### config.mk
export PLATFORM = sky130hd
export DESIGN_NAME = lru_resident_set_with_pins_top
export DESIGN_NICKNAME = d
export VERILOG_FILES = /design/src/lrurs_pkg.sv /design/src/lrurs_ctrl.sv /design/src/lrurs_datapath.sv /design/src/lru_resident_set_with_pins_top.sv
export SDC_FILE = /design/constraint.sdc
export NUM_CORES = 1
export LEC_CHECK = 0
export BUFFER_PORTS_ARGS = -buffer_cell sky130_fd_sc_hd__clkbuf_2
export CAP_MARGIN = 40
export CORE_ASPECT_RATIO = 1.2
export CORE_UTILIZATION = 45
export CTS_BUF_LIST = sky130_fd_sc_hd__clkbuf_8
export CTS_CLUSTER_DIAMETER = 150
export DETAILED_ROUTE_END_ITERATION = 6
export PLACE_DENSITY_LB_ADDON = 0.3
export SYNTH_ARGS = -nofsm -noshare
export SYNTH_HDL_FRONTEND = slang
export SYNTH_HIERARCHICAL = 1
export SYNTH_SLANG_ARGS = --single-unit
### constraint.sdc
create_clock -name clk -period 5.3 [get_ports clk]
set_input_delay 1.06 -clock clk [delete_from_list [all_inputs] [get_ports clk]]
set_output_delay 1.06 -clock clk [all_outputs]
set_load 0.05 [all_outputs]
### src/lrurs_pkg.sv
`default_nettype none

package lrurs_pkg;

  localparam int ID_W  = 16;
  localparam int MAX_W = 5;

  // op codes
  localparam logic [1:0] OP_ACCESS = 2'd0;
  localparam logic [1:0] OP_PIN    = 2'd1;
  localparam logic [1:0] OP_UNPIN  = 2'd2;

  // register map (index taken from paddr[2])
  localparam logic REG_MAX_RESIDENT = 1'b0;

  localparam logic [MAX_W-1:0] MAX_RESIDENT_RST = 5'd4;
  localparam logic [MAX_W-1:0] MAX_RESIDENT_MIN = 5'd2;

  typedef struct packed {
    logic [1:0]      op;
    logic [ID_W-1:0] item_id;
  } in_item_t;

  typedef struct packed {
    logic            was_resident;
    logic            evicted_valid;
    logic [ID_W-1:0] evicted_id;
    logic            overflow;
  } out_item_t;

  typedef enum logic [1:0] {
    ST_IDLE,
    ST_SCAN,
    ST_FINISH
  } ctl_state_t;

  typedef struct packed {
    logic load;
    logic step;
    logic finish;
  } ctl_cmd_t;

  typedef struct packed {
    logic scan_busy;
    logic out_free;
  } ctl_sts_t;

endpackage

`default_nettype wire

### src/lrurs_ctrl.sv
`default_nettype none

module lrurs_ctrl (
  input  wire                 clk,
  input  wire                 rst_n,
  input  wire                 in_valid,
  output logic                in_ready,
  input  lrurs_pkg::ctl_sts_t sts,
  output lrurs_pkg::ctl_cmd_t cmd
);
  import lrurs_pkg::*;

  ctl_state_t state_r, state_nxt;

  always_ff @(posedge clk) begin
    if (!rst_n) begin
      state_r <= ST_IDLE;
    end else begin
      state_r <= state_nxt;
    end
  end

  always_comb begin
    state_nxt = state_r;
    unique case (state_r)
      ST_IDLE: begin
        if (in_valid) state_nxt = ST_SCAN;
      end
      ST_SCAN: begin
        if (!sts.scan_busy) state_nxt = ST_FINISH;
      end
      ST_FINISH: begin
        if (sts.out_free) state_nxt = ST_IDLE;
      end
      default: state_nxt = ST_IDLE;
    endcase
  end

  always_comb begin
    in_ready   = 1'b0;
    cmd.load   = 1'b0;
    cmd.step   = 1'b0;
    cmd.finish = 1'b0;
    unique case (state_r)
      ST_IDLE: begin
        in_ready = 1'b1;
        cmd.load = in_valid;
      end
      ST_SCAN: begin
        cmd.step = sts.scan_busy;
      end
      ST_FINISH: begin
        cmd.finish = sts.out_free;
      end
      default: ;
    endcase
  end

endmodule

`default_nettype wire

### src/lrurs_datapath.sv
`default_nettype none

module lrurs_datapath #(
  parameter int STORE_DEPTH = 16
) (
  input  wire                              clk,
  input  wire                              rst_n,
  input  lrurs_pkg::in_item_t              in_item,
  input  wire  [lrurs_pkg::MAX_W-1:0]      max_resident,
  input  wire                              out_ready,
  input  lrurs_pkg::ctl_cmd_t              cmd,
  output lrurs_pkg::ctl_sts_t              sts,
  output logic                             out_valid,
  output lrurs_pkg::out_item_t             out_item
);
  import lrurs_pkg::*;

  localparam int PW   = (STORE_DEPTH > 1) ? $clog2(STORE_DEPTH) : 1;
  localparam int CW   = $clog2(STORE_DEPTH + 1);
  localparam int CMPW = (CW > MAX_W) ? CW : MAX_W;
  localparam logic [CW-1:0] FULL = CW'(STORE_DEPTH);

  // recency list, position 0 most recent
  logic [ID_W-1:0] ids_r   [STORE_DEPTH];
  logic [ID_W-1:0] ids_nxt [STORE_DEPTH];
  logic            flags_r   [STORE_DEPTH];
  logic            flags_nxt [STORE_DEPTH];
  logic [CW-1:0]   count_r, count_nxt;

  // request being worked on
  logic [1:0]      op_r;
  logic [ID_W-1:0] id_r;
  logic [CW-1:0]   tries_r;
  logic            scan_r;
  logic            was_r;
  logic            ev_valid_r;
  logic [ID_W-1:0] ev_id_r;
  logic            out_valid_r;
  out_item_t       out_item_r;

  logic [ID_W-1:0] key;
  logic            hit;
  logic [PW-1:0]   hit_pos;
  logic [CW-1:0]   last_cnt;
  logic [PW-1:0]   last_idx;
  logic [ID_W-1:0] last_id;
  logic            last_flag;
  logic            keep;
  logic            is_access;
  logic            is_pin;
  logic            evict;
  logic            insert;
  logic            ovf;
  logic            shift_en;
  logic [CW-1:0]   shift_bound;
  logic [ID_W-1:0] front_id;
  logic            front_flag;

  // lookup over the resident part of the list; lowest position wins
  assign key = cmd.load ? in_item.item_id : id_r;

  always_comb begin
    hit     = 1'b0;
    hit_pos = '0;
    for (int i = STORE_DEPTH - 1; i >= 0; i--) begin
      if ((CW'(i) < count_r) && (ids_r[i] == key)) begin
        hit     = 1'b1;
        hit_pos = PW'(i);
      end
    end
  end

  assign last_cnt  = count_r - CW'(1);
  assign last_idx  = last_cnt[PW-1:0];
  assign last_id   = ids_r[last_idx];
  assign last_flag = flags_r[last_idx];
  assign keep      = last_flag | (last_id == id_r);

  assign is_access = (op_r == OP_ACCESS);
  assign is_pin    = (op_r == OP_PIN) || (op_r == OP_UNPIN);
  assign evict     = cmd.step && !keep;
  assign insert    = cmd.finish && is_access && !hit && (count_r != FULL);
  assign ovf       = is_access && !hit && (count_r == FULL);

  always_comb begin
    shift_en    = 1'b0;
    shift_bound = last_cnt;
    front_id    = last_id;
    front_flag  = last_flag;
    priority if (cmd.step && keep) begin
      // rotate the least recent entry to the front
      shift_en = 1'b1;
    end else if (cmd.finish && is_access && hit) begin
      shift_en    = 1'b1;
      shift_bound = CW'(hit_pos);
      front_id    = id_r;
      front_flag  = flags_r[hit_pos];
    end else if (insert) begin
      shift_en    = 1'b1;
      shift_bound = count_r;
      front_id    = id_r;
      front_flag  = 1'b0;
    end
  end

  always_comb begin
    for (int i = 0; i < STORE_DEPTH; i++) begin
      ids_nxt[i]   = ids_r[i];
      flags_nxt[i] = flags_r[i];
      if (shift_en) begin
        if (i == 0) begin
          ids_nxt[i]   = front_id;
          flags_nxt[i] = front_flag;
        end else if (CW'(i) <= shift_bound) begin
          ids_nxt[i]   = ids_r[i-1];
          flags_nxt[i] = flags_r[i-1];
        end
      end
    end
    if (cmd.finish && is_pin && hit) begin
      flags_nxt[hit_pos] = (op_r == OP_PIN);
    end
  end

  always_comb begin
    count_nxt = count_r;
    priority if (evict) begin
      count_nxt = last_cnt;
    end else if (insert) begin
      count_nxt = count_r + CW'(1);
    end
  end

  always_ff @(posedge clk) begin
    for (int i = 0; i < STORE_DEPTH; i++) begin
      ids_r[i] <= ids_nxt[i];
    end
  end

  always_ff @(posedge clk) begin
    if (!rst_n) begin
      for (int i = 0; i < STORE_DEPTH; i++) begin
        flags_r[i] <= 1'b0;
      end
      count_r     <= '0;
      scan_r      <= 1'b0;
      out_valid_r <= 1'b0;
    end else begin
      for (int i = 0; i < STORE_DEPTH; i++) begin
        flags_r[i] <= flags_nxt[i];
      end
      count_r <= count_nxt;
      if (cmd.load) begin
        scan_r <= (in_item.op == OP_ACCESS) &&
                  (CMPW'(count_r) >= CMPW'(max_resident));
      end else if (evict) begin
        scan_r <= 1'b0;
      end
      if (cmd.finish) begin
        out_valid_r <= 1'b1;
      end else if (out_ready) begin
        out_valid_r <= 1'b0;
      end
    end
  end

  always_ff @(posedge clk) begin
    if (cmd.load) begin
      op_r       <= in_item.op;
      id_r       <= in_item.item_id;
      tries_r    <= count_r;
      was_r      <= hit && ((in_item.op == OP_ACCESS) || (in_item.op == OP_PIN) ||
                            (in_item.op == OP_UNPIN));
      ev_valid_r <= 1'b0;
      ev_id_r    <= '0;
    end else if (cmd.step) begin
      if (keep) begin
        tries_r <= tries_r - CW'(1);
      end else begin
        ev_valid_r <= 1'b1;
        ev_id_r    <= last_id;
      end
    end
    if (cmd.finish) begin
      out_item_r.was_resident  <= was_r;
      out_item_r.evicted_valid <= ev_valid_r;
      out_item_r.evicted_id    <= ev_id_r;
      out_item_r.overflow      <= ovf;
    end
  end

  assign sts.scan_busy = scan_r && (tries_r != '0);
  assign sts.out_free  = !out_valid_r || out_ready;
  assign out_valid     = out_valid_r;
  assign out_item      = out_item_r;

endmodule

`default_nettype wire

### src/lru_resident_set_with_pins_top.sv
`default_nettype none

// channel   ports                              direction  moves
// input     in_valid, in_ready, in_data        in         one request: op, item_id
// result    out_valid, out_ready, out_data     out        one result per request
// config    psel, penable, pwrite, paddr,      in/out     max_resident at address 0
//           pwdata, prdata, pready
//
// A request passes through the idle, scan and finish states; the eviction scan
// stops at the first evicted entry and looks at no more than resident_count
// entries, and runs only for an access when the set holds max_resident or more.
// Reset (rst_n low, synchronous) empties the set and sets max_resident to 4.
// The result register lets the next request be taken while a result waits;
// a request only completes once that register is free.

module lru_resident_set_with_pins_top #(
  parameter int STORE_DEPTH = 16
) (
  input  wire                   clk,
  input  wire                   rst_n,
  input  wire                   in_valid,
  output logic                  in_ready,
  input  lrurs_pkg::in_item_t   in_data,
  output logic                  out_valid,
  input  wire                   out_ready,
  output lrurs_pkg::out_item_t  out_data,
  input  wire                   psel,
  input  wire                   penable,
  input  wire                   pwrite,
  input  wire  [2:0]            paddr,
  input  wire  [31:0]           pwdata,
  output logic [31:0]           prdata,
  output logic                  pready
);
  import lrurs_pkg::*;

  logic [MAX_W-1:0] max_r, max_nxt;
  logic             cfg_wr;
  ctl_cmd_t         cmd;
  ctl_sts_t         sts;

  assign pready  = 1'b1;
  assign cfg_wr  = psel && penable && pwrite && (paddr[2] == REG_MAX_RESIDENT);
  assign max_nxt = (pwdata[MAX_W-1:0] < MAX_RESIDENT_MIN) ? MAX_RESIDENT_MIN
                                                          : pwdata[MAX_W-1:0];

  always_ff @(posedge clk) begin
    if (!rst_n) begin
      max_r <= MAX_RESIDENT_RST;
    end else if (cfg_wr) begin
      max_r <= max_nxt;
    end
  end

  assign prdata = (paddr[2] == REG_MAX_RESIDENT) ? {{(32-MAX_W){1'b0}}, max_r} : '0;

  lrurs_ctrl u_ctrl (
    .clk      (clk),
    .rst_n    (rst_n),
    .in_valid (in_valid),
    .in_ready (in_ready),
    .sts      (sts),
    .cmd      (cmd)
  );

  lrurs_datapath #(
    .STORE_DEPTH (STORE_DEPTH)
  ) u_datapath (
    .clk          (clk),
    .rst_n        (rst_n),
    .in_item      (in_data),
    .max_resident (max_r),
    .out_ready    (out_ready),
    .cmd          (cmd),
    .sts          (sts),
    .out_valid    (out_valid),
    .out_item     (out_data)
  );

endmodule

`default_nettype wire
Word-level counts from Yosys, hierarchy flattened
Memories as Yosys holds them, arrays and structs flattened.
Index checks and enable logic that the tools add are counted.
{"block": "word_totals", "output_inout_bits": 54, "rom_bits": 0, "n_memories": 2, "latchBits": 0, "word_cells": 303, "inputBits": 60, "ram_bits": 272, "regBits": 74}
{"block": "classes", "n_eq_ne": 28, "n_reduce_logical": 52, "magnitude_cmp": 35, "add_sub_neg": 3, "n_mux": 148, "bitwise": 20, "shifts": 0, "div": 0, "mul": 0}
{"name": "u_datapath.ids_r", "words": 16, "word_bits": 16, "rd": 17, "rd_clocked_by_memory_dff": 0, "wr": 16, "line_no": "lrurs_datapath.sv:24", "text": "logic [ID_W-1:0] ids_r [STORE_DEPTH];"}
{"name": "u_datapath.flags_r", "words": 16, "word_bits": 1, "rd": 18, "rd_clocked_by_memory_dff": 0, "wr": 16, "line_no": "lrurs_datapath.sv:26", "text": "logic flags_r [STORE_DEPTH];"}
{"op": "2-to-1 mux 16 bit", "count": 36}
{"op": "== test 16 bit", "count": 17}
{"op": "2-to-1 mux 1 bit", "count": 80}
{"op": "2-to-1 mux 4 bit", "count": 16}
{"op": "2-to-1 mux 5 bit", "count": 10}
{"op": "less-or-equal comparator 4 x 5 -> 1 bit, first input constant", "count": 8}
{"op": "less-than comparator 4 x 5 -> 1 bit, first input constant", "count": 8}
{"op": "logical AND 1 bit", "count": 33}
{"op": "less-or-equal comparator 3 x 5 -> 1 bit, first input constant", "count": 4}
{"op": "less-than comparator 3 x 5 -> 1 bit, first input constant", "count": 4}
{"op": "bitwise OR 1 bit", "count": 17}
{"op": "bitwise mux 16 bit", "count": 1}
{"op": "less-or-equal comparator 2 x 5 -> 1 bit, first input constant", "count": 2}
{"op": "less-than comparator 1 x 5 -> 1 bit, first input constant", "count": 2}
{"op": "less-than comparator 2 x 5 -> 1 bit, first input constant", "count": 2}
{"op": "nonzero test 2 bit", "count": 5}
{"op": "subtractor 5 x 1 -> 5 bit, second input constant", "count": 2}
{"op": "== test 2 x 1 -> 1 bit, second input constant", "count": 3}
{"op": "== test 2 bit, second input constant", "count": 3}
{"op": "logical NOT 2 bit", "count": 3}
{"op": "2-to-1 mux 2 bit", "count": 3}
{"op": "case mux 2 bit (3 select lines)", "count": 1}
{"op": "adder 5 x 1 -> 5 bit, second input constant", "count": 1}
{"op": "== test 5 bit, second input constant", "count": 1}
{"op": "16 further kinds", "count": 24}

Logic depth before layout (Yosys ltp)
Gate-level depths: netlist (run 1).
{"block": "depth", "ltp_word": 33, "depth_mapped": 20, "ltp_nobuf": 16}

Cells and area by module
The synthesis (run 1) kept the hierarchy.
{"module": "lrurs_datapath", "cells_per_inst": 1522, "instances": 1, "area_per_inst_um2": 19427.4, "seq_area_each_um2": 9619.2}
{"module": "lru_resident_set_with_pins_top", "cells_per_inst": 55, "instances": 1, "area_per_inst_um2": 466.7, "seq_area_each_um2": 100.1}
{"module": "lrurs_ctrl", "cells_per_inst": 12, "instances": 1, "area_per_inst_um2": 112.6, "seq_area_each_um2": 40.0}

Least setup slack after synthesis (run 1)
Ideal clock, no wire load.
{"block": "synth_timing", "path_kind": "flip-flop to flip-flop", "from": "register u_ctrl.state_r[0]", "to": "memory u_datapath.flags_r[2]", "setup_time_ns": 0.120, "path_stages_with_launch": 18, "arrival_time_ns": 5.591, "n_path_buf": 3, "period_less_slack_ns": 5.711, "t_required_ns": 5.180, "slack_ns": -0.411, "cell_sequence": "dfxtp_1 > nor2_1 > and2_1 > buf_6 > buf_12 > mux2i_4 > buf_6 > xnor2_1 > nor4_2 > nand4_1 > or2_1 > a311o_1 > a211oi_1 > mux2i_1 > or3_4 > a31oi_1 > mux2i_1 > a21oi_1"}
{"element": "start, declared", "line_no": "lrurs_ctrl.sv:13", "text": "ctl_state_t state_r, state_nxt;"}
{"element": "start signal, assigned", "line_no": "lrurs_ctrl.sv:19", "text": "state_r <= state_nxt;"}
{"element": "end, declared", "line_no": "lrurs_datapath.sv:26"}

==> metrics.md, run 1 <==
| Metric | Value |
|---|---|
| Outcome | finished, final reports clean |
| Final net count | roughly 2,100 |
| Pins Over Slew Limit | 0 |
| Leakage power | roughly 9 nW |
| Drt pass-1 iters | 5 |
| Dominant synthesized flop cell | edfxtp_1 |
| Asr flop ratio synth | 0 |
| Total power draw | between 7 and 8 mW |
| Largest net degree at the start of global routing | 33 |
| Core Box Area | between 40,000 and 50,000 um2 |
| Die Ht | approximately 230 um |
| CTS buffer count | 57 |
| Post-DRT Antenna Nets | 0 |
| Wire length per cell | roughly 26 um |
| Worst path slowest cell | mux4_1 |
| Max-cap viol count | 0 |
| Placed Area | roughly 24,000 um2 |
| Die W | about 190 um |
| CTS Sinks | ~350 |
| Initial drt markers | between 1,000 and 1,500 |
| Pwr per Cell Area | between 200 and 300 nW/um2 |
| Seq cells post-synth | about 350 |
| Via density | 5.838 |
| Final core occ | 0.5709 |
| Rows | between 80 and 90 |
| Cell variety after synth | slightly above 100 |
| Clk pin slew, worst setup/hold paths | ~0.060 ns |
| Syn-to-layout area delta | 25.07% |
| Deepest clock path buffer count | 3 |
| Vias in the first global route | about 15,000 |
| Gpl congestion | 0.9684 |
| Number of synthesized flops with an enable pin | between 200 and 300 |
| First-pass GRT wire length | around 98 mm |
| Post-Synthesis Cells | approximately 1,600 |
| Clock root buffer | clkbuf_8 |
| Clk_lat worst skew | 0.67 ns |
| Post-CTS Hold Fix Bufs | 0 |
| Minimum clock period | 5.183 ns |
| Avg Cell Area, Syn | ~13 um2 |
| Initial Util | 0.4565 |
| Synth Cell Area | around 20,000 um2 |
| Critical Path RT | between 5 and 6 ns |
| Final count of negative-setup-slack endpoints | 0 |
| Gr usage total | 0.3024 |
| Peak supply drop | 208.0 uV |
| Final Hold Fails | 0 |
| Detail Placement HPWL | ~55 mm |
| Slew margin rel. | 0.3796 |
| Post-Layout Inst Area | 25,020 um2 |
| Worst path cell trace | inv_2 > ha_2 > xor2_4 > buf_12 > mux4_1 > mux4_2 > xnor2_2 > nand4_1 > nor4_4 > buf_12 > a21oi_2 > a21boi_2 > buf_4 > nor4_4 > and4_4 > or2_2 |
| I/O Buffers | 56 |
| Share of cells above drive strength 1 | 0.3350 |
| CP max stage delay | around 0.66 ns |
| Final period utilization | 0.9779 |
| Global-route track usage on met1 | 0.3646 |
| RSZ-0062 raised after global routing | no |
| Tightest Pin Transition | 0.9234 ns |
| CP max FO | 8 |
| Worst min-delay path class | register to register |
| Grt ovf | 0 |
| GR peak layer | met2 |
| Ys Warns | 6 |
| Worst setup EP type | register |
| Skew final | 0.04491 ns |
| Sequential area share after synthesis | 0.4878 |
| FMAX | a little under 200 MHz |
| Residual DRC | 0 |
| CTS tree | built |
| Initial antenna violation count | 2 |
| Met3 usage in global routing | 0.04421 |
| Startpoint types | register |
| M2 GR Usage | 0.5258 |
| Via count | approximately 15,000 |
| CP Class | register to register |
| Top-Level Pins | approximately 110 |
| Max H-tree Level | 2 |
| DRT Wirelength | between 60 and 70 mm |
| Die footprint | between 40,000 and 50,000 um2 |
| Worst EP arrival | 5.53 ns |
| Hold Slack | 0.4338 ns |
worst paths after layout:
kind / startpoint / slack, ns / cells past startpoint / endpoint
hold reg to reg: u_datapath/ev_id_r[4]$_SDFFE_PP0P_ / 0.43 / 0 / u_datapath/out_item[5]$_DFFE_PP_
hold / removal: u_datapath/ev_id_r[4]$_SDFFE_PP0P_ / 0.43 / 0 / u_datapath/out_item[5]$_DFFE_PP_
setup reg to reg: u_datapath/count_r[0]$_SDFFE_PN0P_ / 0.12 / 16 / u_datapath/ids_r[13][14]$_DFFE_PP_
setup / recovery: u_datapath/count_r[0]$_SDFFE_PN0P_ / 0.12 / 16 / u_datapath/ids_r[13][14]$_DFFE_PP_
metal layers:
| layer | wire (um) | up-vias |
|---|---|---|
| met5 | 23 | - |
| met1 | 27050 | 7606 |
| met4 | 3671 | 4 |
| met3 | 4185 | 173 |
| met2 | 33970 | 633 |
| li1 | - | 6845 |
cell families (layout without fill, tap and decap cells):
group	Yosys count	in the layout	synth area share
buffers and inverters	129	567	0.03927
flip-flops	346	346	0.4878
adder cells (fa/ha/maj)	13	13	0.008130
XOR/XNOR	281	281	0.1249
AO/OA/AOI/OAI	176	176	0.06529
multiplexers	185	185	0.1464
AND/OR/NAND/NOR	457	458	0.1278
other	2	29	0.0003754
cell usage in the layout (no fill, tap or decap), types with 12 or more instances in the layout:
master,n
a21oi_1,34
buf_12,36
buf_4,325
clkbuf_2,56
clkbuf_8,65
conb_1,28
dfxtp_1,62
edfxtp_1,283
inv_1,59
mux2_2,18
mux2i_1,79
mux2i_4,12
mux4_2,69
nand2_1,58
nand3_1,33
nand3b_1,14
nand4_1,26
nor2_1,91
nor3_1,29
nor4_1,86
o21ai_0,26
o22ai_1,16
or2_2,18
or3_1,20
xnor2_1,267
stage by stage:
stage | std cells | setup slack, ns | TNS, ns
floorplan | 1615 | 0.0006981 | 0
global placement | 2501 | -0.3618 | -59.24
detailed placement | 2501 | -0.4061 | -64.30
CTS | 2610 | 0.03913 | 0
global route | 2613 | 0.003251 | 0
finish | 2614 | 0.1169 | 0
state kept, by name, summed over array words and instances (netlist names):
signal                 flops
u_datapath/ids_r         256
u_datapath/out_item       19
u_datapath/ev_id_r        16
u_datapath/flags_r        16
u_datapath/id_r           16
max_r                      5
u_datapath/count_r         5
u_datapath/tries_r         5
u_ctrl/state_r             2
u_datapath/op_r            2
u_datapath/ev_valid_r      1
u_datapath/out_valid       1
u_datapath/scan_r          1
u_datapath/was_r           1
worst max-delay path, delay by kind of cell (launching register included):
family	cells	cell delay [ns]
DFF	1	0.37
muxes	2	1.23
adders and majority gates	1	0.24
buffers and inverters	4	0.60
AOI/OAI and AO/OA	2	0.31
xor gates and xnor gates	2	0.41
and+or+nand+nor	5	1.71
power by group:
| part | switching [mW] | internal, mW | total, mW |
|---|---|---|---|
| clock network | 1.16 | 1.33 | 2.49 |
| logic | 0.904 | 0.723 | 1.63 |
| registers | 0.0591 | 2.98 | 3.04 |
timing repair:
item,CTS,global route
cloned,0,1
setup buffers,1,2
endpoints found under the setup margin,36,44
resized for setup,2,12
pin swaps,2,5
final cells by class:
| class | count | area [um2] |
|---|---|---|
| Multi-Input combinational cell | 1141 | 9741 |
| Clock inverter | 43 | 307.8 |
| Timing Repair Buffer | 418 | 3456 |
| Antenna cell | 1 | 2.502 |
| Clock buffer | 65 | 894.6 |
| Fill cell | 3667 | 18800 |
| Sequential cell | 346 | 9763 |
| Inverter | 41 | 158.9 |
| Tap cell | 559 | 699.4 |
synthesized netlist by cell type (21+ instances only):
library cell / n / area [um2]
a21oi_1: 37 / 185.2
buf_4: 37 / 277.8
nor4_1: 91 / 569.3
nand2_1: 58 / 217.7
inv_1: 39 / 146.4
nor2_1: 94 / 352.8
mux2i_1: 82 / 820.8
edfxtp_1: 283 / 8498
xnor2_1: 270 / 2365
nand4_1: 26 / 162.7
o21ai_0: 26 / 130.1
nor3_1: 29 / 145.1
dfxtp_1: 63 / 1261
buf_2: 21 / 105.1
mux4_2: 69 / 1554
nand3_1: 33 / 165.2
Power figures use the tool's default switching activity.
==> run 2, diff against run 1 <==
--- a/config.mk
+++ b/config.mk
@@ -13,6 +13,7 @@
 export CTS_CLUSTER_DIAMETER = 150
 export DETAILED_ROUTE_END_ITERATION = 6
 export PLACE_DENSITY_LB_ADDON = 0.3
+export REMOVE_ABC_BUFFERS = 1
 export SYNTH_ARGS = -nofsm -noshare
 export SYNTH_HDL_FRONTEND = slang
 export SYNTH_HIERARCHICAL = 1
==> constraint.sdc (replaced) <==
create_clock -name clk -period 4.66 [get_ports clk]
set_input_delay 0.932 -clock clk [delete_from_list [all_inputs] [get_ports clk]]
set_output_delay 0.932 -clock clk [all_outputs]
set_load 0.05 [all_outputs]
==> run 2 against run 1 <==
  * Sequential share of layout area decreased by 4.8 points
  * Maximum frequency increased by 6.5%
  * Routed wire length rose by 20%
  * Largest cell class is now multi-input gates
  * Via count grew 12%
  * The run now ends with negative setup slack left
  * Combinational power increased by 43%
  * Clock-buffer cell count did not move
  * Sequential power grew 14%
  * Global-route usage up 4.2 points
  * Clock power up 17%
==> metrics.md, run 2 (synthesized netlist as in run 1, its figures left out) <==
| Metric | Value |
|---|---|
| Post-CTS Hold Fix Bufs | 0 (unchanged) |
| Skew final | 0.03018 ns (was 0.04491 ns) |
| Post-Layout Inst Area | 28,530 um2 (was 25,020 um2) |
| Slew margin rel. | 0.4647 (was 0.3796) |
| CP top delay family | buffers and inverters (was simple AND/OR/NAND/NOR gates) |
| Drt pass-1 iters | 5 (unchanged) |
| Final Hold Fails | 0 (unchanged) |
| DRT Wirelength | 82.48 mm (was 68.91 mm) |
| First-pass GRT wire length | 111.1 mm (was 98.39 mm) |
| Psw | 2.616 mW (was 2.125 mW) |
| Worst min-delay path class | register to register (unchanged) |
| Minimum clock period | 4.867 ns (was 5.183 ns) |
| Worst setup EP type | register (unchanged) |
| Placed insts | 2,634 (was 2,501) |
| Placed Area | 24,820 um2 (was 23,690 um2) |
| CTS Sinks | 346 (unchanged) |
| Post-DRT Antenna Nets | 0 (unchanged) |
| Gr usage total | 0.3448 (was 0.3024) |
| Sw Share | 0.3000 (was 0.2970) |
| Syn-to-layout area delta | 42.60% (was 25.07%) |
| Die W | 194.5 um (unchanged) |
| CP max stage delay | 0.40 ns (was 0.66 ns) |
| Hold depth | 0 (unchanged) |
| Most frequent cells in the layout | buf_4 (489), edfxtp_1 (283), xnor2_1 (255) (was buf_4 (325), edfxtp_1 (283), xnor2_1 (267)) |
| PnR worst setup slack | -0.2072 ns (was 0.1169 ns) |
| Met3 usage in global routing | 0.06711 (was 0.04421) |
| Largest net degree at the start of global routing | 29 (was 33) |
| Via density | 5.949 (was 5.838) |
| Largest register FFs | 256 (unchanged) |
| Wire length per cell | 28.75 um (was 26.36 um) |
| Worst path slowest cell | or3_4 (was mux4_1) |
| Final period utilization | 1.044 (was 0.9779) |
| GR peak layer | met2 (unchanged) |
| CTS tree | built (unchanged) |
| Max H-tree Level | 2 (unchanged) |
| Commonest non-fill, non-tap cell in the layout | buf_4 (unchanged) |
| Final net count | 2,331 (was 2,078) |
| Outcome | finished, violations left (was finished, final reports clean) |
| Critical R2R Launch | u_ctrl/state_r[0]$_SDFFE_PN0P_ (was u_datapath/count_r[0]$_SDFFE_PN0P_) |
| CP dominant cell by count | buf_6 |
| Cell Int Power | 6.104 mW (was 5.031 mW) |
| Clock share of power | 0.335 (was 0.348) |
| Deepest clock path buffer count | 3 (unchanged) |
| Top-Level Pins | 114 (unchanged) |
| Die footprint | 45,310 um2 (unchanged) |
| Max-cap viol count | 0 (unchanged) |
| Worst Hold End | u_datapath/out_item[18]$_DFFE_PP_ (was u_datapath/out_item[5]$_DFFE_PP_) |
| CP Buf/Inv Count | 13 (was 4) |
| Gpl congestion | 0.9998 (was 0.9684) |
| Peak supply drop | 261.4 uV (was 208.0 uV) |
| Die Ht | 233.0 um (unchanged) |
| Initial antenna violation count | 4 (was 2) |
| M2 GR Usage | 0.5726 (was 0.5258) |
| Via count | 17,070 (was 15,260) |
| Residual DRC | 0 (unchanged) |
| Critical Path RT | 5.05 ns (was 5.65 ns) |
| Failing checks | negative setup slack |
| Critical R2R Capture | u_datapath/ids_r[9][5]$_DFFE_PP_ (was u_datapath/ids_r[13][14]$_DFFE_PP_) |
| CP Class | register to register (unchanged) |
| Startpoint types | register (unchanged) |
| Pwr per Cell Area | 305.6 nW/um2 (was 286.0 nW/um2) |
| HP Start | u_datapath/was_r$_DFFE_PP_ (was u_datapath/ev_id_r[4]$_SDFFE_PP0P_) |
| Leakage power | 10.62 nW (was 9.000 nW) |
| Global-route track usage on met1 | 0.4124 (was 0.3646) |
| Clk_lat worst skew | 0.68 ns (was 0.67 ns) |
| Total power draw | 8.720 mW (was 7.156 mW) |
| Initial Util | 0.4565 (unchanged) |
| Rows | 84 (unchanged) |
| CTS buffer count | 59 (was 57) |
| Worst R2R Setup Slack | -0.21 ns (was 0.12 ns) |
| Tightest Pin Transition | 0.7964 ns (was 0.9234 ns) |
| CP max FO | 8 (unchanged) |
| Non-Filler Instances | 2,869 (was 2,614) |
| Clk pin slew, worst setup/hold paths | 0.06 ns (about the same) |
| Reg2reg path depth | 25 (was 16) |
| Sequential share of power | 0.398 (was 0.424) |
| Share of cells above drive strength 1 | 0.4519 (was 0.3350) |
| Grt ovf | 0 (unchanged) |
| Pins Over Slew Limit | 0 (unchanged) |
| RSZ-0062 raised after global routing | yes (was no) |
| Final count of negative-setup-slack endpoints | 232 (was 0) |
| I/O Buffers | 56 (unchanged) |
| Initial drt markers | 1,799 (was 1,259) |
| Largest Register | u_datapath/ids_r (unchanged) |
| Vias in the first global route | 16,330 (was 15,370) |
| Combinational Power Share | 0.267 (was 0.227) |
| Detail Placement HPWL | 60.22 mm (was 54.52 mm) |
| FMAX | 205.5 MHz (was 192.9 MHz) |
| Core Box Area | 43,830 um2 (unchanged) |
| Worst EP arrival | 5.25 ns (was 5.53 ns) |
| Clock root buffer | clkbuf_8 (unchanged) |
## run 2: changes by cell type in the layout (fill, tap and decap cells not counted), sizes merged
cell    before  now
buf        362  606
clkinv      16   28
inv         64   54
clkbuf     121  129
bufinv       4    5
diode        1    2
or2         21   20
## run 2: power groups by stage
| stage | sequential (mW) | clock [mW] | combinational (mW) |
|---|---|---|---|
| 3_3_place_gp | 3.53 | 0 | 1.91 |
| 3_5_place_dp | 3.53 | 0 | 1.92 |
| 4_1_cts | 3.47 | 2.96 | 2.01 |
| 6_report | 3.47 | 2.92 | 2.33 |
| 5_1_grt | 3.47 | 3.08 | 2.40 |
| 2_1_floorplan | 3.52 | 0 | 0.882 |
## run 2: cell type report
cell class / count / area, um2
clock inverter: 46 / 342.8
fill: 3296 / 15300
timing repair buffer: 670 / 6080
multi-input combinational: 1140 / 10580
sequential: 346 / 9767
tap: 559 / 699.4
clock buffer: 65 / 894.6
inverter: 41 / 158.9
antenna: 2 / 5.005
## run 2: through the flow
stage / setup slack, ns / utilization / hold slack, ns / setup TNS [ns]
floorplan: -4.195 / - / 0.4003 / -1182.61
global placement: -0.7396 / 0.5661 / 0.4058 / -175.20
detailed placement: -0.7539 / 0.5663 / 0.4188 / -172.35
CTS: -0.06779 / 0.6104 / 0.4288 / -1.439
global route: -0.3937 / 0.6509 / 0.4415 / -71.18
finish: -0.2072 / 0.6510 / 0.4312 / -25.98
## run 2: worst max path at each step
stage | slack (ns) | depth (start not counted) | start | end
floorplan | -4.20 | 13 | u_datapath/count_r[0]$_SDFFE_PN0P_ | u_datapath/flags_r[2]$_DFF_P_
global route | -0.39 | 24 | u_ctrl/state_r[0]$_SDFFE_PN0P_ | u_datapath/ids_r[9][5]$_DFFE_PP_
CTS | -0.07 | 18 | u_datapath/count_r[0]$_SDFFE_PN0P_ | u_datapath/ids_r[11][4]$_DFFE_PP_
detailed placement | -0.75 | 18 | in_valid | u_datapath/ids_r[14][10]$_DFFE_PP_
global placement | -0.74 | 20 | in_valid | u_datapath/ids_r[11][13]$_DFFE_PP_
finish | -0.21 | 25 | u_ctrl/state_r[0]$_SDFFE_PN0P_ | u_datapath/ids_r[9][5]$_DFFE_PP_
## run 2: what timing repair did
| item | 4_1_cts | 5_1_grt |
|---|---|---|
| resized for setup | 68 | 161 |
| setup buffers | 34 | 85 |
| cloned | 3 | 8 |
| pin swaps | 17 | 62 |
| endpoints found under the setup margin | 255 | 256 |
## run 2: metal layers
layer  share of wire  routed length (um)
met1            0.36               29890
met3           0.088                7242
met4           0.082                6776
met5               0                   0
met2            0.47               38570
